$ cat src/hdl/pts_pkg.sv
// Package for the priority task scheduler: sizes, codes, state machine type.
// No dependencies.
package pts_pkg;
  localparam int TASKS = 8;
  localparam int SEMAPHORES = 4;
  localparam int PRIORITY_LEVELS = 8;
  localparam int TW = $clog2(TASKS);
  localparam int SW = (SEMAPHORES > 1) ? $clog2(SEMAPHORES) : 1;

  typedef enum logic [2:0] {
    ST_RUN = 3'd0, ST_WAIT = 3'd1, ST_LOW = 3'd2, ST_HIGH = 3'd3, ST_DONE = 3'd4
  } task_st_t;

  typedef enum logic [2:0] {
    REQ_SCHED = 3'd0, REQ_P = 3'd1, REQ_V = 3'd2, REQ_EXIT = 3'd3, REQ_TICK = 3'd4
  } req_t;

  localparam logic [1:0] ERR_OK = 2'd0;
  localparam logic [1:0] ERR_NORUN = 2'd1;
  localparam logic [1:0] ERR_SAT = 2'd2;

  typedef enum logic [2:0] {
    FS_IDLE, FS_SCAN, FS_DECIDE, FS_WALK, FS_OUT
  } fsm_t;

  // Control from the sequencer to the scan unit.
  typedef struct packed {
    logic          start;
    logic          step;
    logic [TW-1:0] idx;
  } scan_ctl_t;
endpackage

$ cat src/hdl/pts_scan.sv
// Compare unit: one task per cycle while stepped, keeps the best high and low candidate.
// Depends on pts_pkg.
module pts_scan import pts_pkg::*; (
  input  logic          clk,
  input  scan_ctl_t     ctl,
  input  task_st_t      st,
  input  logic [2:0]    prio,
  output logic          best_v,
  output logic [TW-1:0] best
);
  logic          hv_r, lv_r;
  logic [TW-1:0] hi_r, li_r;
  logic [3:0]    hp_r, lp_r;
  logic [3:0]    p4;

  assign p4 = {1'b0, prio};

  always_ff @(posedge clk) begin
    if (ctl.start) begin
      hv_r <= 1'b0;
      lv_r <= 1'b0;
      hp_r <= 4'(PRIORITY_LEVELS);
      lp_r <= 4'(PRIORITY_LEVELS);
      hi_r <= '0;
      li_r <= '0;
    end else if (ctl.step) begin
      if (st == ST_HIGH && p4 < hp_r) begin
        hv_r <= 1'b1;
        hp_r <= p4;
        hi_r <= ctl.idx;
      end
      if (st == ST_LOW && p4 < lp_r) begin
        lv_r <= 1'b1;
        lp_r <= p4;
        li_r <= ctl.idx;
      end
    end
  end

  assign best_v = hv_r | lv_r;
  assign best = hv_r ? hi_r : li_r;
endmodule

$ cat src/hdl/priority_task_scheduler_semaphores.sv
// Top level of the priority task scheduler with counting semaphores; needs pts_pkg, pts_scan.
// A schedule word scans every task through the single scan unit, and a blocking P walks the
// wait list when it is not empty. One word is in work at a time and the next is taken in the
// cycle after the result leaves.
// Reset (rst_n low, synchronous) puts all tasks high-ready, counts to one, lists empty, contexts 0.
module priority_task_scheduler_semaphores import pts_pkg::*; (
  input  logic        clk,
  input  logic        rst_n,
  input  logic        cfg_we,
  input  logic [23:0] cfg_priority_table,
  input  logic        in_valid,
  output logic        in_ready,
  input  logic [2:0]  in_req_type,
  input  logic [1:0]  in_sem_index,
  input  logic signed [31:0] in_context_value,
  input  logic        in_slice_expired,
  output logic        out_valid,
  input  logic        out_ready,
  output logic        out_granted,
  output logic        out_running_valid,
  output logic [2:0]  out_running_task,
  output logic signed [31:0] out_restored_context,
  output logic [1:0]  out_error_code
);
  // Configuration and per-task state.
  logic [23:0]         prio_r;
  task_st_t            tst_r [TASKS];
  logic [TW:0]         link_r [TASKS];
  logic [31:0]         ctx_r [TASKS];
  logic signed [7:0]   cnt_r [SEMAPHORES];
  logic [TW:0]         head_r [SEMAPHORES];
  logic                run_v_r;
  logic [TW-1:0]       run_r;

  // Latched request word.
  req_t                req_r;
  logic [SW-1:0]       sem_r;
  logic [31:0]         ctxin_r;
  logic                exp_r;

  fsm_t                fs_r, fs_nxt;
  logic [TW:0]         cnt_i_r;    // scan index or walk step count
  logic [TW-1:0]       cur_r;      // walk position

  // Result register.
  logic                ov_r, g_r, rv_r;
  logic [TW-1:0]       rt_r;
  logic [31:0]         rc_r;
  logic [1:0]          err_r;

  scan_ctl_t           sctl;
  logic                best_v;
  logic [TW-1:0]       best;

  function automatic logic [2:0] prio_of(input logic [23:0] tbl, input logic [TW-1:0] t);
    prio_of = tbl[3*t +: 3];
  endfunction

  assign sctl.start = (fs_r == FS_IDLE);
  assign sctl.step  = (fs_r == FS_SCAN);
  assign sctl.idx   = cnt_i_r[TW-1:0];

  pts_scan u_scan (
    .clk(clk), .ctl(sctl), .st(tst_r[cnt_i_r[TW-1:0]]),
    .prio(prio_of(prio_r, cnt_i_r[TW-1:0])), .best_v(best_v), .best(best)
  );

  assign in_ready = (fs_r == FS_IDLE) && !ov_r;
  assign out_valid = ov_r;
  assign out_granted = g_r;
  assign out_running_valid = rv_r;
  assign out_running_task = 3'(rt_r);
  assign out_restored_context = rc_r;
  assign out_error_code = err_r;

  // Wait-list walk: the tail is the link whose successor is not a task.
  logic cur_end;
  assign cur_end = link_r[cur_r][TW];

  // Next-state logic.
  always_comb begin
    fs_nxt = fs_r;
    case (fs_r)
      FS_IDLE: begin
        if (in_valid && in_ready) fs_nxt = FS_DECIDE;
      end
      FS_SCAN: begin
        if (cnt_i_r == (TW+1)'(TASKS-1)) fs_nxt = FS_DECIDE;
      end
      FS_DECIDE: begin
        fs_nxt = FS_OUT;
        if (req_r == REQ_SCHED && cnt_i_r == '0) fs_nxt = FS_SCAN;
        if (req_r == REQ_P && run_v_r && cnt_r[sem_r] - 8'sd1 < 0
            && cnt_r[sem_r] != -8'sd128 && !head_r[sem_r][TW]) fs_nxt = FS_WALK;
        if (req_r == REQ_P && run_v_r && cnt_r[sem_r] == -8'sd128
            && !head_r[sem_r][TW]) fs_nxt = FS_WALK;
      end
      FS_WALK: begin
        if (cur_end || cnt_i_r == (TW+1)'(TASKS-1)) fs_nxt = FS_OUT;
      end
      FS_OUT:  fs_nxt = FS_IDLE;
      default: fs_nxt = FS_IDLE;
    endcase
  end

  always_ff @(posedge clk) begin
    if (!rst_n) begin
      fs_r <= FS_IDLE;
    end else begin
      fs_r <= fs_nxt;
    end
  end

  // Datapath and state updates.
  logic signed [7:0] c;
  logic              sched_pre;
  assign c = cnt_r[sem_r];
  assign sched_pre = best_v && (!run_v_r ||
                     prio_of(prio_r, best) < prio_of(prio_r, run_r));

  always_ff @(posedge clk) begin
    if (!rst_n) begin
      prio_r  <= '0;
      run_v_r <= 1'b0;
      run_r   <= '0;
      ov_r    <= 1'b0;
      cnt_i_r <= '0;
      for (int i = 0; i < TASKS; i++) begin
        tst_r[i]  <= ST_HIGH;
        link_r[i] <= {1'b1, {TW{1'b0}}};
        ctx_r[i]  <= '0;
      end
      for (int s = 0; s < SEMAPHORES; s++) begin
        cnt_r[s]  <= 8'sd1;
        head_r[s] <= {1'b1, {TW{1'b0}}};
      end
    end else begin
      if (cfg_we) prio_r <= cfg_priority_table;
      if (ov_r && out_ready) ov_r <= 1'b0;
      case (fs_r)
        FS_IDLE: begin
          cnt_i_r <= '0;
          if (in_valid && in_ready) begin
            req_r   <= req_t'(in_req_type);
            sem_r   <= SW'(32'(in_sem_index) % SEMAPHORES);
            ctxin_r <= in_context_value;
            exp_r   <= in_slice_expired;
            g_r     <= 1'b0;
            err_r   <= ERR_OK;
          end
        end
        FS_SCAN: begin
          cnt_i_r <= cnt_i_r + 1'b1;
        end
        FS_DECIDE: begin
          cur_r   <= head_r[sem_r][TW-1:0];
          cnt_i_r <= '0;
          if (req_r != REQ_SCHED && req_r <= REQ_TICK && !run_v_r) begin
            err_r <= ERR_NORUN;
          end else begin
            case (req_r)
              REQ_SCHED: begin
                if (cnt_i_r != '0 && sched_pre) begin
                  if (run_v_r) begin
                    tst_r[run_r] <= ST_HIGH;
                    ctx_r[run_r] <= ctxin_r;
                  end
                  tst_r[best] <= ST_RUN;
                  run_r   <= best;
                  run_v_r <= 1'b1;
                end
              end
              REQ_P: begin
                if (c == -8'sd128) err_r <= ERR_SAT;
                else cnt_r[sem_r] <= c - 8'sd1;
                if (c != -8'sd128 && c - 8'sd1 >= 0) begin
                  g_r <= 1'b1;
                end else begin
                  tst_r[run_r]  <= ST_WAIT;
                  ctx_r[run_r]  <= ctxin_r;
                  link_r[run_r] <= {1'b1, {TW{1'b0}}};
                  run_v_r       <= 1'b0;
                  if (head_r[sem_r][TW]) head_r[sem_r] <= {1'b0, run_r};
                end
              end
              REQ_V: begin
                if (c == 8'sd127) err_r <= ERR_SAT;
                else cnt_r[sem_r] <= c + 8'sd1;
                if (c == 8'sd127 || c + 8'sd1 > 0) begin
                  g_r <= 1'b1;
                end else begin
                  if (!head_r[sem_r][TW]) begin
                    head_r[sem_r] <= link_r[head_r[sem_r][TW-1:0]];
                    link_r[head_r[sem_r][TW-1:0]] <= {1'b1, {TW{1'b0}}};
                    tst_r[head_r[sem_r][TW-1:0]] <= ST_HIGH;
                  end
                  ctx_r[run_r] <= ctxin_r;
                end
              end
              REQ_EXIT: begin
                tst_r[run_r] <= ST_DONE;
                run_v_r <= 1'b0;
              end
              REQ_TICK: begin
                if (!exp_r) begin
                  g_r <= 1'b1;
                end else begin
                  tst_r[run_r] <= ST_LOW;
                  ctx_r[run_r] <= ctxin_r;
                  run_v_r <= 1'b0;
                end
              end
              default: ;
            endcase
          end
        end
        FS_WALK: begin
          // The blocked task (old run_r) goes behind the tail.
          if (cur_end || cnt_i_r == (TW+1)'(TASKS-1)) begin
            link_r[cur_r] <= {1'b0, run_r};
          end else begin
            cur_r   <= link_r[cur_r][TW-1:0];
            cnt_i_r <= cnt_i_r + 1'b1;
          end
        end
        FS_OUT: begin
          ov_r  <= 1'b1;
          rv_r  <= run_v_r;
          rt_r  <= run_v_r ? run_r : '0;
          rc_r  <= (req_r == REQ_SCHED && run_v_r) ? ctx_r[run_r] : '0;
        end
        default: ;
      endcase
    end
  end
endmodule

$ cat config.mk
export PLATFORM = sky130hd
export DESIGN_NAME = priority_task_scheduler_semaphores
export DESIGN_NICKNAME = d
export VERILOG_FILES = /design/src/hdl/pts_pkg.sv /design/src/hdl/pts_scan.sv /design/src/hdl/priority_task_scheduler_semaphores.sv
export SDC_FILE = /design/constraint.sdc
export NUM_CORES = 1
export LEC_CHECK = 0
export ABC_AREA = 1
export BUFFER_PORTS_ARGS = -buffer_cell sky130_fd_sc_hd__buf_4
export CORE_ASPECT_RATIO = 0.6
export CORE_MARGIN = 3
export CORE_UTILIZATION = 60
export CTS_CLUSTER_DIAMETER = 80
export DETAILED_ROUTE_END_ITERATION = 7
export PLACE_DENSITY = 0.79
export SLEW_MARGIN = 20
export SYNTH_ARGS = -nofsm -noshare
export SYNTH_HDL_FRONTEND = slang
export SYNTH_SLANG_ARGS = --single-unit
export TNS_END_PERCENT = 5
$ cat constraint.sdc
create_clock -name clk -period 5.09 [get_ports clk]
set_clock_uncertainty 0.05 [all_clocks]
set_input_delay 0.2545 -clock clk [delete_from_list [all_inputs] [get_ports clk]]
set_output_delay 0.2545 -clock clk [all_outputs]
set_load 0.02 [all_outputs]
# Word-level counts from Yosys, hierarchy flattened
# Memories as Yosys holds them, arrays and structs flattened. A register that Yosys moved wholly into a read port is not among the register bits.
# Index checks and enable logic that the tools add are counted.
[op_classes] mux=138 add_sub_neg=5 n_reduce_logical=56 n_lt_le_gt_ge=7 n_eq_ne=29 bitwise_logic=10 mul=3 shifts=3
[ops] operator="two-way mux 32 bit" n=4
[ops] operator="two-way mux 1 bit" n=86
[ops] operator="two-way mux 3 bit" n=24
[ops] operator="indexed part select 24 x 6 -> 3 bit" n=3
[ops] operator="OR reduction 32 bit" n=1
[ops] operator="two-way mux 4 bit" n=6
[ops] operator="equality test 3 x 2 -> 1 bit (second input constant)" n=6
[ops] operator="logical AND 1 bit" n=18
[ops] operator="equality test 8 bit (second input constant)" n=2
[ops] operator="two-way mux 2 bit" n=8
[ops] operator="two-way mux 8 bit" n=2
[ops] operator="OR reduction 4 bit" n=4
[ops] operator="multiplier 2 x 3 -> 5 bit (first input constant)" n=3
[ops] operator="one-hot mux 3 bit (4 select lines)" n=1
[ops] operator="one-hot mux 4 bit (3 select lines)" n=1
[ops] operator="AND reduction 6 bit" n=2
[ops] operator="!= test 2 bit (second input constant)" n=5
[ops] operator="adder 8 x 2 -> 9 bit (second input constant)" n=1
[ops] operator=">= comparator 9 x 1 -> 1 bit (second input constant)" n=1
[ops] operator="> comparator 9 x 1 -> 1 bit (second input constant)" n=1
[ops] operator="less-than comparator 9 x 1 -> 1 bit (second input constant)" n=1
[ops] operator="!= test 3 bit (second input constant)" n=3
[ops] operator="OR 1 bit" n=9
[ops] operator="AND reduction 3 bit" n=3
[ops] operator="34 further kinds" n=56
[word_totals] regBits=100 memories=5 elab_cells=277 ramBits=360 in_bits=67
[memory_table] memory="ctx_r" depth=8 word_bits=32 rd=1 rd_ports_with_merged_regs=1 write_ports=8 line="priority_task_scheduler_semaphores.sv:29" text="logic [31:0] ctx_r [TASKS];"
[memory_table] memory="cnt_r" depth=4 word_bits=8 rd=1 rd_ports_with_merged_regs=1 write_ports=4 line="priority_task_scheduler_semaphores.sv:30" text="logic signed [7:0] cnt_r [SEMAPHORES];"
[memory_table] memory="link_r" depth=8 word_bits=4 rd=2 rd_ports_with_merged_regs=1 write_ports=8 line="priority_task_scheduler_semaphores.sv:28" text="logic [TW:0] link_r [TASKS];"
[memory_table] memory="tst_r" depth=8 word_bits=3 rd=1 rd_ports_with_merged_regs=1 write_ports=8 line="priority_task_scheduler_semaphores.sv:27" text="task_st_t tst_r [TASKS];"
[memory_table] memory="head_r" depth=4 word_bits=4 rd=1 rd_ports_with_merged_regs=1 write_ports=4 line="priority_task_scheduler_semaphores.sv:31" text="logic [TW:0] head_r [SEMAPHORES];"

# Longest topological paths before layout
# Gate-level depths: netlist of the first run.
[logic_depth] ltp_word=19 ltp_mapped=23 ltp_nobuf=23

# Cells and area by module
# From an unflattened synthesis of the first run, not the netlist that was laid out.
[hier_totals] hier_cells=2239 area_unflattened_um2=22577.9
[by_module_without_submodules] mod="priority_task_scheduler_semaphores" n_inst=1 area_per_inst_um2=21683.3 cells_each=2102
[by_module_without_submodules] mod="pts_scan" n_inst=1 area_per_inst_um2=894.6 cells_each=137

# Worst setup path before layout of the first run
# No wires, ideal clock.
[synth_path] path_type="flip-flop to flip-flop" from="reg run_r[2]" to="mem ctx_r[7][0], enable pin" arrival_ns=3.573 slack_ns=1.078 path_stages_with_launch=17 required_ns=4.651 setup_ns=0.389 cell_sequence="dfxtp_1 > buf_2 > clkinv_1 > nor3_1 > clkbuf_1 > a22oi_1 > o2111ai_1 > inv_1 > ha_1 > a21oi_1 > nand2_1 > nand2_1 > nand3_2 > nand4_4 > nand2_4 > buf_6 > nand2_1"
[synth_lines] item="start: declaration" line="priority_task_scheduler_semaphores.sv:33" text="logic [TW-1:0] run_r;"
[synth_lines] item="start signal: assignment" line="priority_task_scheduler_semaphores.sv:169" text="run_r <= best;"
[synth_lines] item="end: declaration" line="priority_task_scheduler_semaphores.sv:29"

==> flow_metrics.env, run 1 <==
export IMPL_setup_ws_ps=483
export IMPL_yosysWarnings=0
export IMPL_grt_max_degree=71
export IMPL_routedWlPerCell_um=22.1
export IMPL_fmax_ghz=0.217
export IMPL_ys_seq_area_share_pct=63.6
export IMPL_grt_pass1_vias=16400
export IMPL_leakagePower_nw=10.0
export IMPL_portBuffers=107
export IMPL_drive_gt1_share_pct=11.9
export IMPL_ant_nets=0
export IMPL_syn_area_mm2=0.0223
export IMPL_initial_core_util_pct=62.2
export IMPL_synth_distinct_cells=56
export IMPL_hp_class="input pin to register"
export IMPL_grtUsageTotal_pct=31.4
export IMPL_post_place_ws_ps=556
export IMPL_critPathArrivalTime_ps=4800
export IMPL_synthArstFlopShare_pct=0
export IMPL_fin_nets=2393
export IMPL_ir_drop_mv=0.289
export IMPL_ys_seq_elements=500
export IMPL_startpoint_type="register"
export IMPL_maxSlewHeadroom_pct=32.8
export IMPL_wl_mm=62.1
export IMPL_setup_viol=0
export IMPL_critPathKind="register to register"
export IMPL_h_tree_depth=2
export IMPL_place_hpwl_mm=39.9
export IMPL_viasPerCell=6.22
export IMPL_max_cap_viol_count=0
export IMPL_final_max_slew_viol_count=0
export IMPL_status="finished, final reports clean"
export IMPL_synth_flop_cell="edfxtp_1"
export IMPL_synth_edff_count=416
export IMPL_cts_root_buf="clkbuf_16"
export IMPL_drc_errors=0
export IMPL_dieArea_mm2=0.0396
export IMPL_hold_viol=0
export IMPL_crit_path_end_kind="register"
export IMPL_synth_area_per_cell_um2=10.4
export IMPL_clkSinkCount=500
export IMPL_core_area_mm2=0.0358
export IMPL_rows=53
export IMPL_synth_area_top_cells="edfxtp_1, dfxtp_1, nor2_1, nand2_1, inv_1"
export IMPL_clk_pin_slew_ps=60
export IMPL_cts_made_buffers=45
export IMPL_yosysTopAreaCell="edfxtp_1"
export IMPL_drtIter0Drc=2718
export IMPL_postCtsSetupBuffers=0
export IMPL_worstMarginPinSlew_ps=1000
export IMPL_post_route_min_period_ps=4610
export IMPL_critPathMaxFanout=33
export IMPL_ios=108
export IMPL_total_power_mw=9.28
export IMPL_synthCells=2144
export IMPL_syn2layout_area_growth_pct=14.8
export IMPL_num_vias=17500
export IMPL_synth_top_area_share_pct=56.1
export IMPL_die_h_um=155
export IMPL_die_x_um=255
export IMPL_place_gp_congestion=0.981
export IMPL_antenna_found_initial=1
export IMPL_syn_nets=2228
export IMPL_grt_pass1_wl_mm=95.0
export IMPL_clk_latency_ps=570
export IMPL_min_period_over_period_pct=90.5
export IMPL_rsz0062_at_grt="false"
export IMPL_required_ps=5280
export IMPL_setup_tns_ps=0
export IMPL_clk_path_buf_depth=3
export IMPL_pwr_density_cell_mw_per_mm2=363
export IMPL_drt_pass1_iter_count=6
export IMPL_cts_tree="done"
export IMPL_grt_ovfl_total=0
power by group:
part / switching, mW / internal, mW / leakage (nW) / total, mW
Combinational: 0.815 / 0.335 / 4.48 / 1.15
Sequential: 0.122 / 4.62 / 4.84 / 4.74
Clock: 1.52 / 1.88 / 0.707 / 3.39
cell families after synthesis:
group	share of synthesized area, %
simple gates	17.9
compound gates	11.3
buf+inv	5.97
flops	63.6
fa+ha+maj	0.988
xor+xnor	0.157
mux	0.101
metrics by stage:
stage	hold slack [ps]	utilization, %	area (um2)	instances
2_1_floorplan	303	-	22300	2144
3_3_place_gp	383	65.5	23400	2662
3_5_place_dp	384	65.5	23400	2662
4_1_cts	5.18	71.4	25600	2811
5_1_grt	23.4	71.4	25600	2811
6_report	17.8	71.4	25600	2813
worst max-delay path, stage by stage, from the launching register on:
cell	delay, ps
dfxtp_1	770
clkinv_1	500
nor3_4	280
buf_4	250
a22oi_1	90
o2111ai_1	110
inv_1	60
ha_1	300
a21oi_1	180
nand2_1	80
nand2_1	100
nand3_2	110
nand4_4	250
nand2_4	300
nand2_1	390
buf_4	400
synth_stat cells (2+ instances only):
cell / instances
buf_6: 25
nand3b_1: 4
nor4_1: 2
o22ai_1: 10
inv_4: 2
nor3_2: 6
nor2_1: 440
nor2_4: 6
inv_2: 12
buf_1: 2
nor2_2: 5
o311ai_0: 4
clkbuf_1: 43
buf_2: 18
o21ai_1: 10
inv_1: 181
a22o_1: 18
nand3_4: 2
o21ai_0: 123
a31oi_1: 17
buf_4: 5
clkinv_1: 4
nand3_1: 84
a221oi_1: 36
a22oi_1: 49
o211ai_1: 3
o2111ai_1: 5
a41oi_1: 18
mux2_2: 2
nor3_1: 13
a21oi_4: 2
a21oi_1: 84
o21ai_4: 4
nand2_4: 11
ha_1: 16
o31ai_1: 2
nand4_1: 15
nand2_1: 335
edfxtp_1: 416
nor3b_1: 2
dfxtp_1: 84
xor2_1: 3
nand2_2: 8
repair_timing:
| action | CTS | global route |
|---|---|---|
| gates resized for setup | 0 | 0 |
| endpoints found under the hold margin | 64 | 0 |
| hold buffers | 67 | 0 |
state kept, by name (all words and copies together) (netlist names), 4 cells and up, named ones only:
signal,count
cnt_i_r,4
prio_r,24
u_scan.lp_r,4
ctxin_r,32
ctx_r,256
cnt_r,32
out_restored_context,32
u_scan.hp_r,4
tst_r,24
link_r,32
head_r,16
routing by layer:
layer  wire [um]  share of wire (%)  GRT usage, %  vias to the layer above
met5           0                  0             0                        -
met4        1770                2.8          9.11                        0
met3        9340                 15          8.20                      153
met2       25800                 42          44.1                     1319
met1       25100                 41          48.1                     8243
li1            -                  -             -                     7783
worst paths after layout:
| path | slack [ps] | startpoint | cells after the start | to |
|---|---|---|---|---|
| min reg2reg | 410 | u_scan.li_r[2] | 2 | u_scan.li_r[2] |
| max reg2reg | 480 | run_r[0] | 15 | ctx_r[5][7] |
| max | 480 | run_r[0] | 15 | ctx_r[5][7] |
| min | 20 | cfg_priority_table[10] | 3 | prio_r[10] |
layout make-up:
cell class / count / area [um2]
antenna: 2 / 5.00
inverter: 199 / 752
fill: 2432 / 10200
multi-input combinational: 1352 / 6850
tap: 467 / 584
sequential: 500 / 14200
clock buffer: 61 / 1240
timing repair buffer: 211 / 1760
clock inverter: 21 / 215
cells in the final DEF, fill, tap and decap left out, types with 15 or more instances in the layout:
cell type / n
clkbuf_16: 46
nand3_1: 84
a221oi_1: 36
a31oi_1: 17
nand4_1: 15
ha_1: 16
buf_4: 143
a41oi_1: 18
o21ai_0: 123
a22oi_1: 49
nand2_1: 335
inv_1: 180
nor2_1: 438
edfxtp_1: 416
dlygate4sd3_1: 67
a22o_1: 18
a21oi_1: 84
dfxtp_1: 84
No activity file was read; power rests on OpenSTA's default activity.
==> inputs of run 2 (changes only) <==
Settings changed: HOLD_SLACK_MARGIN set to 0.08.
==> run 2 against run 1 <==
Effect of this change: setup slack improved by 6.6 ps; die area did not move; clock-buffer cell count did not move; final area rose by 0.11%; critical endpoint is now ctx_r[5][23].
==> flow_metrics.env, run 2 (synthesis gave the netlist of run 1 again) <==
export IMPL_path_cells="clkinv_1 > nor3_4 > buf_4 > a22oi_1 > o2111ai_1 > inv_1 > ha_1 > a21oi_1 > nand2_1 > nand2_1 > nand3_2 > nand4_4 > nand2_4 > nand2_1 > buf_4"
export IMPL_grt_pass1_vias=16400
export IMPL_viasPerCell=6.19
export IMPL_fin_nets=2396
export IMPL_reg2reg_setup_slack_ps=490
export IMPL_cp_top_family="simple AND/OR/NAND/NOR gates"
export IMPL_status="finished, final reports clean"
export IMPL_die_h_um=155
export IMPL_grtUsageTotal_pct=31.4
export IMPL_worstMarginPinSlew_ps=1020
export IMPL_critPathArrivalTime_ps=4790
export IMPL_drtIter0Drc=2586
export IMPL_clk_pin_slew_ps=70
export IMPL_syn2layout_area_growth_pct=14.9
export IMPL_place_gp_congestion=0.981
export IMPL_antenna_found_initial=0
export IMPL_worstHoldPathCells=3
export IMPL_final_max_slew_viol_count=0
export IMPL_grt_ovfl_total=0
export IMPL_cpPeakStageDelay_ps=770
export IMPL_setup_ws_ps=489
export IMPL_regMostFlops="ctx_r"
export IMPL_pwr_density_cell_mw_per_mm2=363
export IMPL_rsz0062_at_grt="false"
export IMPL_dieArea_mm2=0.0396
export IMPL_drt_pass1_iter_count=6
export IMPL_grt_max_degree=71
export IMPL_wl_mm=62.1
export IMPL_cp_common_cell="nand2_1"
export IMPL_startpoint_type="register"
export IMPL_ant_nets=0
export IMPL_required_ps=5280
export IMPL_clk_path_buf_depth=3
export IMPL_timing_rr_start="run_r[0]"
export IMPL_ir_drop_mv=0.290
export IMPL_r2r_worst_path_cells=15
export IMPL_min_period_over_period_pct=90.4
export IMPL_drive_gt1_share_pct=11.9
export IMPL_maxSlewHeadroom_pct=31.6
export IMPL_num_vias=17400
export IMPL_r2r_end="ctx_r[5][23]"
export IMPL_largest_reg_flops=256
export IMPL_cts_made_buffers=45
export IMPL_grt_pass1_wl_mm=95.1
export IMPL_final_common_cell="nor2_1"
export IMPL_final_cells=2815
export IMPL_rows=53
export IMPL_initial_core_util_pct=62.2
export IMPL_min_to="ctxin_r[9]"
export IMPL_hp_class="input pin to register"
export IMPL_holdWs_ps=225
export IMPL_min_from="in_valid"
export IMPL_h_tree_depth=2
export IMPL_critPathMaxFanout=33
export IMPL_drc_errors=0
export IMPL_total_power_mw=9.29
export IMPL_clkSinkCount=500
export IMPL_routedWlPerCell_um=22.1
export IMPL_cpMaxStageDelayCell="dfxtp_1"
export IMPL_post_place_ws_ps=556
export IMPL_setup_viol=0
export IMPL_setup_tns_ps=0
export IMPL_cts_root_buf="clkbuf_16"
export IMPL_fin_util_pct=71.5
export IMPL_post_route_min_period_ps=4600
export IMPL_die_x_um=255
export IMPL_fmax_ghz=0.217
export IMPL_cts_tree="done"
export IMPL_clk_latency_ps=570
export IMPL_portBuffers=107
export IMPL_place_hpwl_mm=39.9
export IMPL_ios=108
export IMPL_critPathKind="register to register"
export IMPL_ctsResizeCount=0
export IMPL_max_cap_viol_count=0
export IMPL_postCtsSetupBuffers=0
export IMPL_mostFrequentLayoutCells="nor2_1, edfxtp_1, nand2_1"
export IMPL_place_area_mm2=0.0234
export IMPL_leakagePower_nw=10.0
export IMPL_dp_cells=2662
export IMPL_core_area_mm2=0.0358
export IMPL_crit_path_end_kind="register"
export IMPL_hold_viol=0
export IMPL_final_area_mm2=0.0256
export IMPL_path_buf_inv=4
==> run 2: cell types whose count changed in the layout (fill, tap and decap cells not counted) <==
cell | previous run | this run
dlygate4sd3_1 | 67 | 70
diode_2 | 2 | 1
==> run 2: how the worst max path moves through the flow <==
stage	startpoint	end	slack [ps]	cells after the start
6_report	run_r[0]	ctx_r[5][23]	490	15
2_1_floorplan	run_r[2]	ctx_r[7][0]	1080	16
3_5_place_dp	run_r[0]	ctx_r[5][25]	560	15
3_3_place_gp	run_r[0]	ctx_r[5][6]	720	17
5_1_grt	run_r[0]	ctx_r[5][7]	150	17
4_1_cts	run_r[0]	ctx_r[5][25]	530	15
==> run 2: area by class of cell <==
class / count / area, um2
inverter: 199 / 752
sequential: 500 / 14200
timing repair buffer: 214 / 1790
multi-input combinational: 1352 / 6850
tap: 467 / 584
clock inverter: 21 / 215
clock buffer: 61 / 1240
fill: 2437 / 10200
antenna: 1 / 2.50
==> run 2: routing by layer <==
layer	track usage (%)	vias up	wire, um
li1	-	7776	-
met3	7.49	156	9060
met2	44.6	1303	25900
met1	48.2	8184	25100
met5	0	-	0
met4	9.46	0	1990
==> run 2: timing repair <==
action	in CTS	in global routing
endpoints found under the setup margin	0	0
hold buffers	70	0
hold endpoints to repair	66	0
==> run 2: worst register-to-register path: stages (launching register included) <==
cell and delay [ps]:
dfxtp_1 770, clkinv_1 510, nor3_4 280, buf_4 250, a22oi_1 100, o2111ai_1 110, inv_1 60, ha_1 300
a21oi_1 180, nand2_1 80, nand2_1 100, nand3_2 110, nand4_4 240, nand2_4 300, nand2_1 410, buf_4 410
==> run 2: where the power goes <==
group          switching (mW)  leakage [nW]  total (mW)  internal [mW]
logic                   0.816          4.50        1.15          0.337
clock network            1.52         0.707        3.39           1.88
registers               0.122          4.84        4.74           4.62
